File: config.mk
export PLATFORM = sky130hd
export DESIGN_NAME = midi_active_note_tracker_core
export DESIGN_NICKNAME = d
export VERILOG_FILES = /design/src/mant_pkg.sv /design/src/mant_slot_mem.sv /design/src/mant_ctrl.sv /design/src/midi_active_note_tracker_core.sv
export SDC_FILE = /design/constraint.sdc
export NUM_CORES = 1
export LEC_CHECK = 0
export BUFFER_PORTS_ARGS = -buffer_cell sky130_fd_sc_hd__buf_2
export CAP_MARGIN = 20
export CORE_MARGIN = 4
export CORE_UTILIZATION = 45
export DETAILED_ROUTE_END_ITERATION = 10
export GPL_ROUTABILITY_DRIVEN = 0
export HOLD_SLACK_MARGIN = 0.1
export PLACE_DENSITY = 0.63
export SKIP_CTS_REPAIR_TIMING = 1
export SLEW_MARGIN = 30
export SYNTH_ARGS = -nofsm -noshare
export SYNTH_HDL_FRONTEND = slang
export SYNTH_HIERARCHICAL = 1
export SYNTH_SLANG_ARGS = --single-unit
export TNS_END_PERCENT = 10
File: constraint.sdc
create_clock -name clk -period 4.7 [get_ports clk]
set_clock_uncertainty 0.2 [all_clocks]
set_input_delay 0.235 -clock clk [delete_from_list [all_inputs] [get_ports clk]]
set_output_delay 0.235 -clock clk [all_outputs]
set_load 0.01 [all_outputs]
File: src/mant_pkg.sv
// Shared types and constants for the MIDI active note tracker.
`default_nettype none

package mant_pkg;

    // Field widths of a note event
    localparam int CH_W    = 4;
    localparam int NOTE_W  = 7;
    localparam int VEL_W   = 7;
    localparam int TDATA_W = 24;

    // Input action codes carried on s_tuser
    typedef enum logic [1:0] {
        ACT_NOTE_ON  = 2'd0,
        ACT_NOTE_OFF = 2'd1,
        ACT_ALL_OFF  = 2'd2
    } action_t;

    // Output message kinds carried on m_tuser
    typedef enum logic {
        KIND_ON  = 1'b0,
        KIND_OFF = 1'b1
    } kind_t;

    // One slot of the note table
    typedef struct packed {
        logic [CH_W-1:0]   channel;
        logic [NOTE_W-1:0] note;
    } entry_t;

endpackage

`default_nettype wire

File: src/mant_slot_mem.sv
// Slot table memory: channel and note per slot, one write and one registered read port.
`default_nettype none

module mant_slot_mem
    import mant_pkg::*;
#(
    parameter int SLOTS = 16,
    parameter int IDX_W = 4
) (
    input  wire logic             clk,
    input  wire logic             we,
    input  wire logic [IDX_W-1:0] waddr,
    input  wire entry_t           wdata,
    input  wire logic [IDX_W-1:0] raddr,
    output entry_t                rdata
);

    entry_t mem_array [SLOTS];
    entry_t rdata_reg;

    // Write and synchronous read; read data is registered
    always_ff @(posedge clk)
    begin
        if (we)
        begin
            mem_array[waddr] <= wdata;
        end
        rdata_reg <= mem_array[raddr];
    end

    assign rdata = rdata_reg;

endmodule

`default_nettype wire

File: src/mant_ctrl.sv
// Slot walk sequencer: valid bits, read-modify-write of the slot table, output word register.
`default_nettype none

module mant_ctrl
    import mant_pkg::*;
#(
    parameter int SLOTS = 16,
    parameter int IDX_W = 4
) (
    input  wire logic               clk,
    input  wire logic               rst_n,
    // input stream
    input  wire logic               s_tvalid,
    output logic                    s_tready,
    input  wire logic [TDATA_W-1:0] s_tdata,   // channel[3:0], note[10:4], velocity[17:11]
    input  wire logic [1:0]         s_tuser,   // action[1:0]
    // output stream
    output logic                    m_tvalid,
    input  wire logic               m_tready,
    output logic [TDATA_W-1:0]      m_tdata,   // out_channel[3:0], out_note[10:4], out_velocity[17:11]
    output logic [0:0]              m_tuser,   // msg_kind[0]
    output logic                    m_tlast,   // last
    // slot memory
    output logic                    mem_we,
    output logic [IDX_W-1:0]        mem_waddr,
    output entry_t                  mem_wdata,
    output logic [IDX_W-1:0]        mem_raddr,
    input  wire entry_t             mem_rdata
);

    typedef enum logic {
        ST_IDLE,
        ST_SCAN
    } state_t;

    state_t             state_reg, state_next;
    logic [IDX_W-1:0]   idx_reg, idx_next;
    action_t            act_reg, act_next;
    logic [CH_W-1:0]    ch_reg, ch_next;
    logic [NOTE_W-1:0]  note_reg, note_next;
    logic [VEL_W-1:0]   vel_reg, vel_next;
    logic [SLOTS-1:0]   valid_reg, valid_next;

    logic               m_valid_reg, m_valid_next;
    kind_t              m_kind_reg, m_kind_next;
    logic [CH_W-1:0]    m_ch_reg, m_ch_next;
    logic [NOTE_W-1:0]  m_note_reg, m_note_next;
    logic [VEL_W-1:0]   m_vel_reg, m_vel_next;
    logic               m_last_reg, m_last_next;

    logic               out_free;
    logic               at_end;
    logic               cur_valid;
    logic               others_valid;
    logic               match;
    logic [IDX_W-1:0]   target;

    // Slot under the walk and what remains valid beside it
    assign out_free     = !m_valid_reg || m_tready;
    assign at_end       = (idx_reg == IDX_W'(SLOTS - 1));
    assign cur_valid    = valid_reg[idx_reg];
    assign others_valid = |(valid_reg & ~(SLOTS'(1) << idx_reg));
    assign match        = cur_valid && (mem_rdata.channel == ch_reg)
                          && (mem_rdata.note == note_reg);
    assign target       = cur_valid ? '0 : idx_reg;

    // Next state: one slot visited per cycle, held while the output word waits
    always_comb
    begin
        state_next   = state_reg;
        idx_next     = idx_reg;
        act_next     = act_reg;
        ch_next      = ch_reg;
        note_next    = note_reg;
        vel_next     = vel_reg;
        valid_next   = valid_reg;
        m_valid_next = m_valid_reg && !m_tready;
        m_kind_next  = m_kind_reg;
        m_ch_next    = m_ch_reg;
        m_note_next  = m_note_reg;
        m_vel_next   = m_vel_reg;
        m_last_next  = m_last_reg;
        mem_we       = 1'b0;
        mem_waddr    = target;
        mem_wdata    = '{channel: ch_reg, note: note_reg};

        unique case (state_reg)
            ST_IDLE:
            begin
                if (s_tvalid)
                begin
                    ch_next   = s_tdata[3:0];
                    note_next = s_tdata[10:4];
                    vel_next  = s_tdata[17:11];
                    idx_next  = '0;
                    unique case (s_tuser)
                        ACT_NOTE_ON, ACT_NOTE_OFF, ACT_ALL_OFF:
                        begin
                            act_next   = action_t'(s_tuser);
                            state_next = ST_SCAN;
                        end
                        default:
                        begin
                            state_next = ST_IDLE;
                        end
                    endcase
                end
            end

            ST_SCAN:
            begin
                if (out_free)
                begin
                    unique case (act_reg)
                        ACT_NOTE_ON:
                        begin
                            // first free slot, or slot 0 when the table is full
                            if (!cur_valid || at_end)
                            begin
                                mem_we             = 1'b1;
                                valid_next[target] = 1'b1;
                                m_valid_next       = 1'b1;
                                m_kind_next        = KIND_ON;
                                m_ch_next          = ch_reg;
                                m_note_next        = note_reg;
                                m_vel_next         = vel_reg;
                                m_last_next        = 1'b1;
                                state_next         = ST_IDLE;
                            end
                            else
                            begin
                                idx_next = idx_reg + 1'b1;
                            end
                        end

                        ACT_NOTE_OFF:
                        begin
                            // free the first matching slot; the word goes out either way
                            if (match)
                            begin
                                valid_next[idx_reg] = 1'b0;
                            end
                            if (match || at_end)
                            begin
                                m_valid_next = 1'b1;
                                m_kind_next  = KIND_OFF;
                                m_ch_next    = ch_reg;
                                m_note_next  = note_reg;
                                m_vel_next   = vel_reg;
                                m_last_next  = 1'b1;
                                state_next   = ST_IDLE;
                            end
                            else
                            begin
                                idx_next = idx_reg + 1'b1;
                            end
                        end

                        default:
                        begin
                            // all notes off: one word per valid slot, last when none remain
                            if (cur_valid)
                            begin
                                valid_next[idx_reg] = 1'b0;
                                m_valid_next        = 1'b1;
                                m_kind_next         = KIND_OFF;
                                m_ch_next           = mem_rdata.channel;
                                m_note_next         = mem_rdata.note;
                                m_vel_next          = '0;
                                m_last_next         = !others_valid;
                            end
                            if (at_end)
                            begin
                                state_next = ST_IDLE;
                            end
                            else
                            begin
                                idx_next = idx_reg + 1'b1;
                            end
                        end
                    endcase
                end
            end

            default:
            begin
                state_next = ST_IDLE;
            end
        endcase
    end

    // State, valid bits and output word
    always_ff @(posedge clk or negedge rst_n)
    begin
        if (!rst_n)
        begin
            state_reg   <= ST_IDLE;
            idx_reg     <= '0;
            act_reg     <= ACT_NOTE_ON;
            ch_reg      <= '0;
            note_reg    <= '0;
            vel_reg     <= '0;
            valid_reg   <= '0;
            m_valid_reg <= 1'b0;
            m_kind_reg  <= KIND_ON;
            m_ch_reg    <= '0;
            m_note_reg  <= '0;
            m_vel_reg   <= '0;
            m_last_reg  <= 1'b0;
        end
        else
        begin
            state_reg   <= state_next;
            idx_reg     <= idx_next;
            act_reg     <= act_next;
            ch_reg      <= ch_next;
            note_reg    <= note_next;
            vel_reg     <= vel_next;
            valid_reg   <= valid_next;
            m_valid_reg <= m_valid_next;
            m_kind_reg  <= m_kind_next;
            m_ch_reg    <= m_ch_next;
            m_note_reg  <= m_note_next;
            m_vel_reg   <= m_vel_next;
            m_last_reg  <= m_last_next;
        end
    end

    // Read runs one slot ahead so data for idx_reg is ready each cycle
    assign mem_raddr = idx_next;

    assign s_tready = (state_reg == ST_IDLE);
    assign m_tvalid = m_valid_reg;
    assign m_tdata  = {{(TDATA_W - CH_W - NOTE_W - VEL_W){1'b0}}, m_vel_reg, m_note_reg, m_ch_reg};
    assign m_tuser  = m_kind_reg;
    assign m_tlast  = m_last_reg;

endmodule

`default_nettype wire

File: src/midi_active_note_tracker_core.sv
// Top level of the MIDI active note tracker: slot memory plus walk sequencer.
// Flow: the input word is taken, then the walk visits one slot per cycle while the output is free;
//   a result word is registered and appears the cycle after the slot that decides it.
// Input: a new word is taken only in idle, once the slot walk for the last one is over; the walk
//   reads one entry at a time over the memory read port and waits while m_tready holds the output.
// Reset: clears all slot valid bits and the output word; table contents are not cleared.
`default_nettype none

module midi_active_note_tracker_core
    import mant_pkg::*;
#(
    parameter int SLOTS = 16
) (
    input  wire logic               clk,
    input  wire logic               rst_n,
    input  wire logic               s_tvalid,
    output logic                    s_tready,
    input  wire logic [TDATA_W-1:0] s_tdata,   // channel[3:0], note[10:4], velocity[17:11]
    input  wire logic [1:0]         s_tuser,   // action[1:0]
    output logic                    m_tvalid,
    input  wire logic               m_tready,
    output logic [TDATA_W-1:0]      m_tdata,   // out_channel[3:0], out_note[10:4], out_velocity[17:11]
    output logic [0:0]              m_tuser,   // msg_kind[0]
    output logic                    m_tlast    // last
);

    localparam int IDX_W = (SLOTS > 1) ? $clog2(SLOTS) : 1;

    logic             mem_we;
    logic [IDX_W-1:0] mem_waddr;
    logic [IDX_W-1:0] mem_raddr;
    entry_t           mem_wdata;
    entry_t           mem_rdata;

    mant_slot_mem #(
        .SLOTS (SLOTS),
        .IDX_W (IDX_W)
    ) u_slot_mem (
        .clk   (clk),
        .we    (mem_we),
        .waddr (mem_waddr),
        .wdata (mem_wdata),
        .raddr (mem_raddr),
        .rdata (mem_rdata)
    );

    mant_ctrl #(
        .SLOTS (SLOTS),
        .IDX_W (IDX_W)
    ) u_ctrl (
        .clk       (clk),
        .rst_n     (rst_n),
        .s_tvalid  (s_tvalid),
        .s_tready  (s_tready),
        .s_tdata   (s_tdata),
        .s_tuser   (s_tuser),
        .m_tvalid  (m_tvalid),
        .m_tready  (m_tready),
        .m_tdata   (m_tdata),
        .m_tuser   (m_tuser),
        .m_tlast   (m_tlast),
        .mem_we    (mem_we),
        .mem_waddr (mem_waddr),
        .mem_wdata (mem_wdata),
        .mem_raddr (mem_raddr),
        .mem_rdata (mem_rdata)
    );

    // Table writes happen only inside a walk, never while a word is being taken
    a_write_busy: assert property (@(posedge clk) disable iff (!rst_n)
        mem_we |-> !s_tready)
        else $error("slot write while input ready");

    // A table write always comes with a note-on word
    a_write_emits: assert property (@(posedge clk) disable iff (!rst_n)
        mem_we |=> (m_tvalid && (m_tuser == KIND_ON) && m_tlast))
        else $error("slot write without note-on word");

    // A valid action starts a walk and drops ready
    a_accept_busy: assert property (@(posedge clk) disable iff (!rst_n)
        (s_tvalid && s_tready && (s_tuser <= ACT_ALL_OFF)) |=> !s_tready)
        else $error("ready held after accepting an action");

endmodule

`default_nettype wire

==> impl_metrics.ini <==
[status]
status = completed

[cells_and_area]
layout_common_cells = 176 x edfxtp_1, 80 x nand2_1, 61 x dfrtp_1
syn_to_final_growth_pct = 17.2
layout-drive-gt1-share_pct = 24.9
num-nets-final = 792
largest_reg_flops = 176
n_antenna_cell = 0
post-route-util_pct = 54.3
fillCellCount = 1812
fin_area_mm2 = 0.0124
mostFrequentLayoutCell = edfxtp_1

[timing]
timing.final.crit_share_pct = 87.1
rsz0062_at_grt = no
post-route-min-period_ps = 4090
finalSetupViolations = 0
tightest_slew_ps = 947
slew_violations = 0
hold_viol_final = 0
max_freq_mhz = 244
slew_headroom_pct = 36.6
tns_ps = 0

[drt]
viasPerCell = 5.64
num_vias = 6142
wl_met1_mm = 10.2
ant_nets = 0
dr_wl_met2_mm = 11.6
wl_per_cell_um = 21.8
drc_errors = 0
dr.max_layer_used = met4
route.met3.wl_mm = 1.36
firstDrtPassIters = 6
wirelength_mm = 23.7
drt_iter0_drc = 551

[synthesis]
synth-seq-area-share_pct = 66.5
synth_top_area_share_pct = 49.8
synth_edf_count = 176
synth_seq_cells = 249
synth_flop_cell = edfxtp_1
netlist_instances = 656
async_reset_ff_share_pct = 24.9
synth_warnings = 6
avgSynthCellArea_um2 = 16.2
synth.area.top_cells = edfxtp_1 50%, dfrtp_1 15%, mux4_1 5.2%
netlist_area_mm2 = 0.0106
synth_cell_type_count = 61
yosysTopAreaCell = edfxtp_1

[clock_network]
clk_pin_slew_ps = 60
clock_sinks = 249
cts_max_level = 1
clockBufferDepth = 3
tritoncts = done
cts-buffers-inserted = 26
worstSkewPairLatency_ps = 530
cts-root-buf = clkbuf_16

[critical_path]
slowest_stage = dfrtp_1
critPathKind = reg2reg
crit_path_start_kind = flip-flop
cpPeakStageDelay_ps = 910
arrival_ps = 4300
reg2reg_depth = 10
cp_max_fo = 34
crit_required_ps = 4900
critPathCaptureType = flip-flop
cp_cell_sequence = xnor2_1 > nand4_1 > nor4_1 > mux2i_4 > nor3_1 > a311o_2 > buf_12 > mux4_1 > a22oi_1 > nand2_1

[global_route]
antenna_found_initial = 1
grt_pass1_wl_mm = 36.3
grt_remaining_overflow = 0
globalRouteTotalUtil_pct = 17.9
grt_max_degree = 63
grt_pass1_vias = 6040

[die]
io_pins = 58
die_h_um = 162
num_rows = 55
die_area_mm2 = 0.0261
core_mm2 = 0.0229
die_w_um = 162
start_util_pct = 46.3

[place]
dp_hpwl_mm = 14.8
portBuffers = 45
postPlaceCellArea_mm2 = 0.0112

[pwr]
p_int_uw = 6100
p_switching_uw = 3320
ir_worst_vdd_mv = 0.467
p_sw_share_pct = 35.2
power.leakage_uw = 0.00465
seq_power_share_pct = 36.0
power_density_mw_per_mm2 = 758
clkPwrFrac_pct = 23.6
p_comb_share_pct = 40.4

[job]
cap_violations = 0

[hold_path]
min_path_type = in2async
==> critical path, delay by kind of cell (launching register included) <==
family / cells / cell delay (ps)
xor gates and xnor gates: 1 / 190
AOI/OAI and AO/OA: 2 / 460
buffers and inverters: 1 / 270
muxes: 2 / 870
and+or+nand+nor: 4 / 1030
DFF: 1 / 910
==> final timing paths <==
path,from,end,slack [ps]
min,rst_n,u_ctrl/m_note_reg[3]$_DFFE_PN0P_,210
max in group asynchronous,rst_n,u_ctrl/act_reg[1]$_DFFE_PN0P_,3510
max reg2reg,u_ctrl/note_reg[3]$_DFFE_PN0P_,u_slot_mem/rdata[3]$_DFF_P_,610
min reg2reg,u_ctrl/vel_reg[2]$_DFFE_PN0P_,u_ctrl/vel_reg[2]$_DFFE_PN0P_,270
min in group clk,s_tdata[13],u_ctrl/vel_reg[2]$_DFFE_PN0P_,230
max,u_ctrl/note_reg[3]$_DFFE_PN0P_,u_slot_mem/rdata[3]$_DFF_P_,610
==> cell families (layout without fill, tap and decap cells) <==
kind of cell / Yosys count / after routing / synth area share, %
AND/OR/NAND/NOR: 178 / 178 / 8.17
buffers and inverters: 42 / 157 / 3.11
flip-flops: 249 / 249 / 66.5
XOR/XNOR: 11 / 11 / 0.908
multiplexers: 87 / 87 / 15.4
AO/OA/AOI/OAI: 82 / 82 / 5.13
adder cells (fa/ha/maj): 6 / 6 / 0.708
other: 1 / 6 / 0.0353
==> through the flow <==
step | std cells | hold WS [ps] | total power (µW) | worst slack [ps]
4_1_cts | 1064 | -323 | 9440 | 599
3_5_place_dp | 1016 | 232 | 7200 | 614
3_3_place_gp | 1016 | 232 | 7110 | 732
2_1_floorplan | 661 | -261 | 6150 | 1110
5_1_grt | 1089 | 235 | 9930 | 322
6_report | 1089 | 210 | 9420 | 605
==> area by class of cell <==
type / count / area, µm² / share of cell area (%)
inverter: 6 / 22.5 / 0.181
clock inverter: 9 / 114 / 0.916
tap: 313 / 392 / 3.15
sequential: 249 / 7060 / 56.8
clock buffer: 39 / 857 / 6.89
multi-input combinational: 370 / 3240 / 26.1
timing repair buffer: 103 / 748 / 6.02
==> routing by layer <==
metal	up-vias	GRT usage, %
li1	2725	-
met1	3159	25.2
met2	211	29.0
met3	47	3.29
met4	0	4.96
met5	-	0
==> cells in the mapped netlist, types with 6 or more instances <==
cell and number:
edfxtp_1 176, nand2_1 80, dfrtp_1 62, nor2_1 36
o21ai_0 27, a22oi_1 24, mux4_2 24, mux4_1 21
mux2_4 19, dfxtp_1 11, mux2_2 11, xnor2_1 11
a21oi_1 10, mux2i_1 10, nor2b_1 10, clkbuf_1 9
nand3_1 9, buf_4 8, nand4_1 7, nor3_1 7
nor3b_1 7, ha_1 6, inv_1 6
==> power by group through the flow <==
stage,registers (µW),logic (µW),clock network (µW)
after floorplan,3310,2840,0
after global placement,3400,3710,0
after detailed placement,3430,3770,0
after CTS,3390,3790,2260
after global routing,3440,4110,2370
final,3390,3810,2220
No activity file was read; power rests on OpenSTA's default activity.
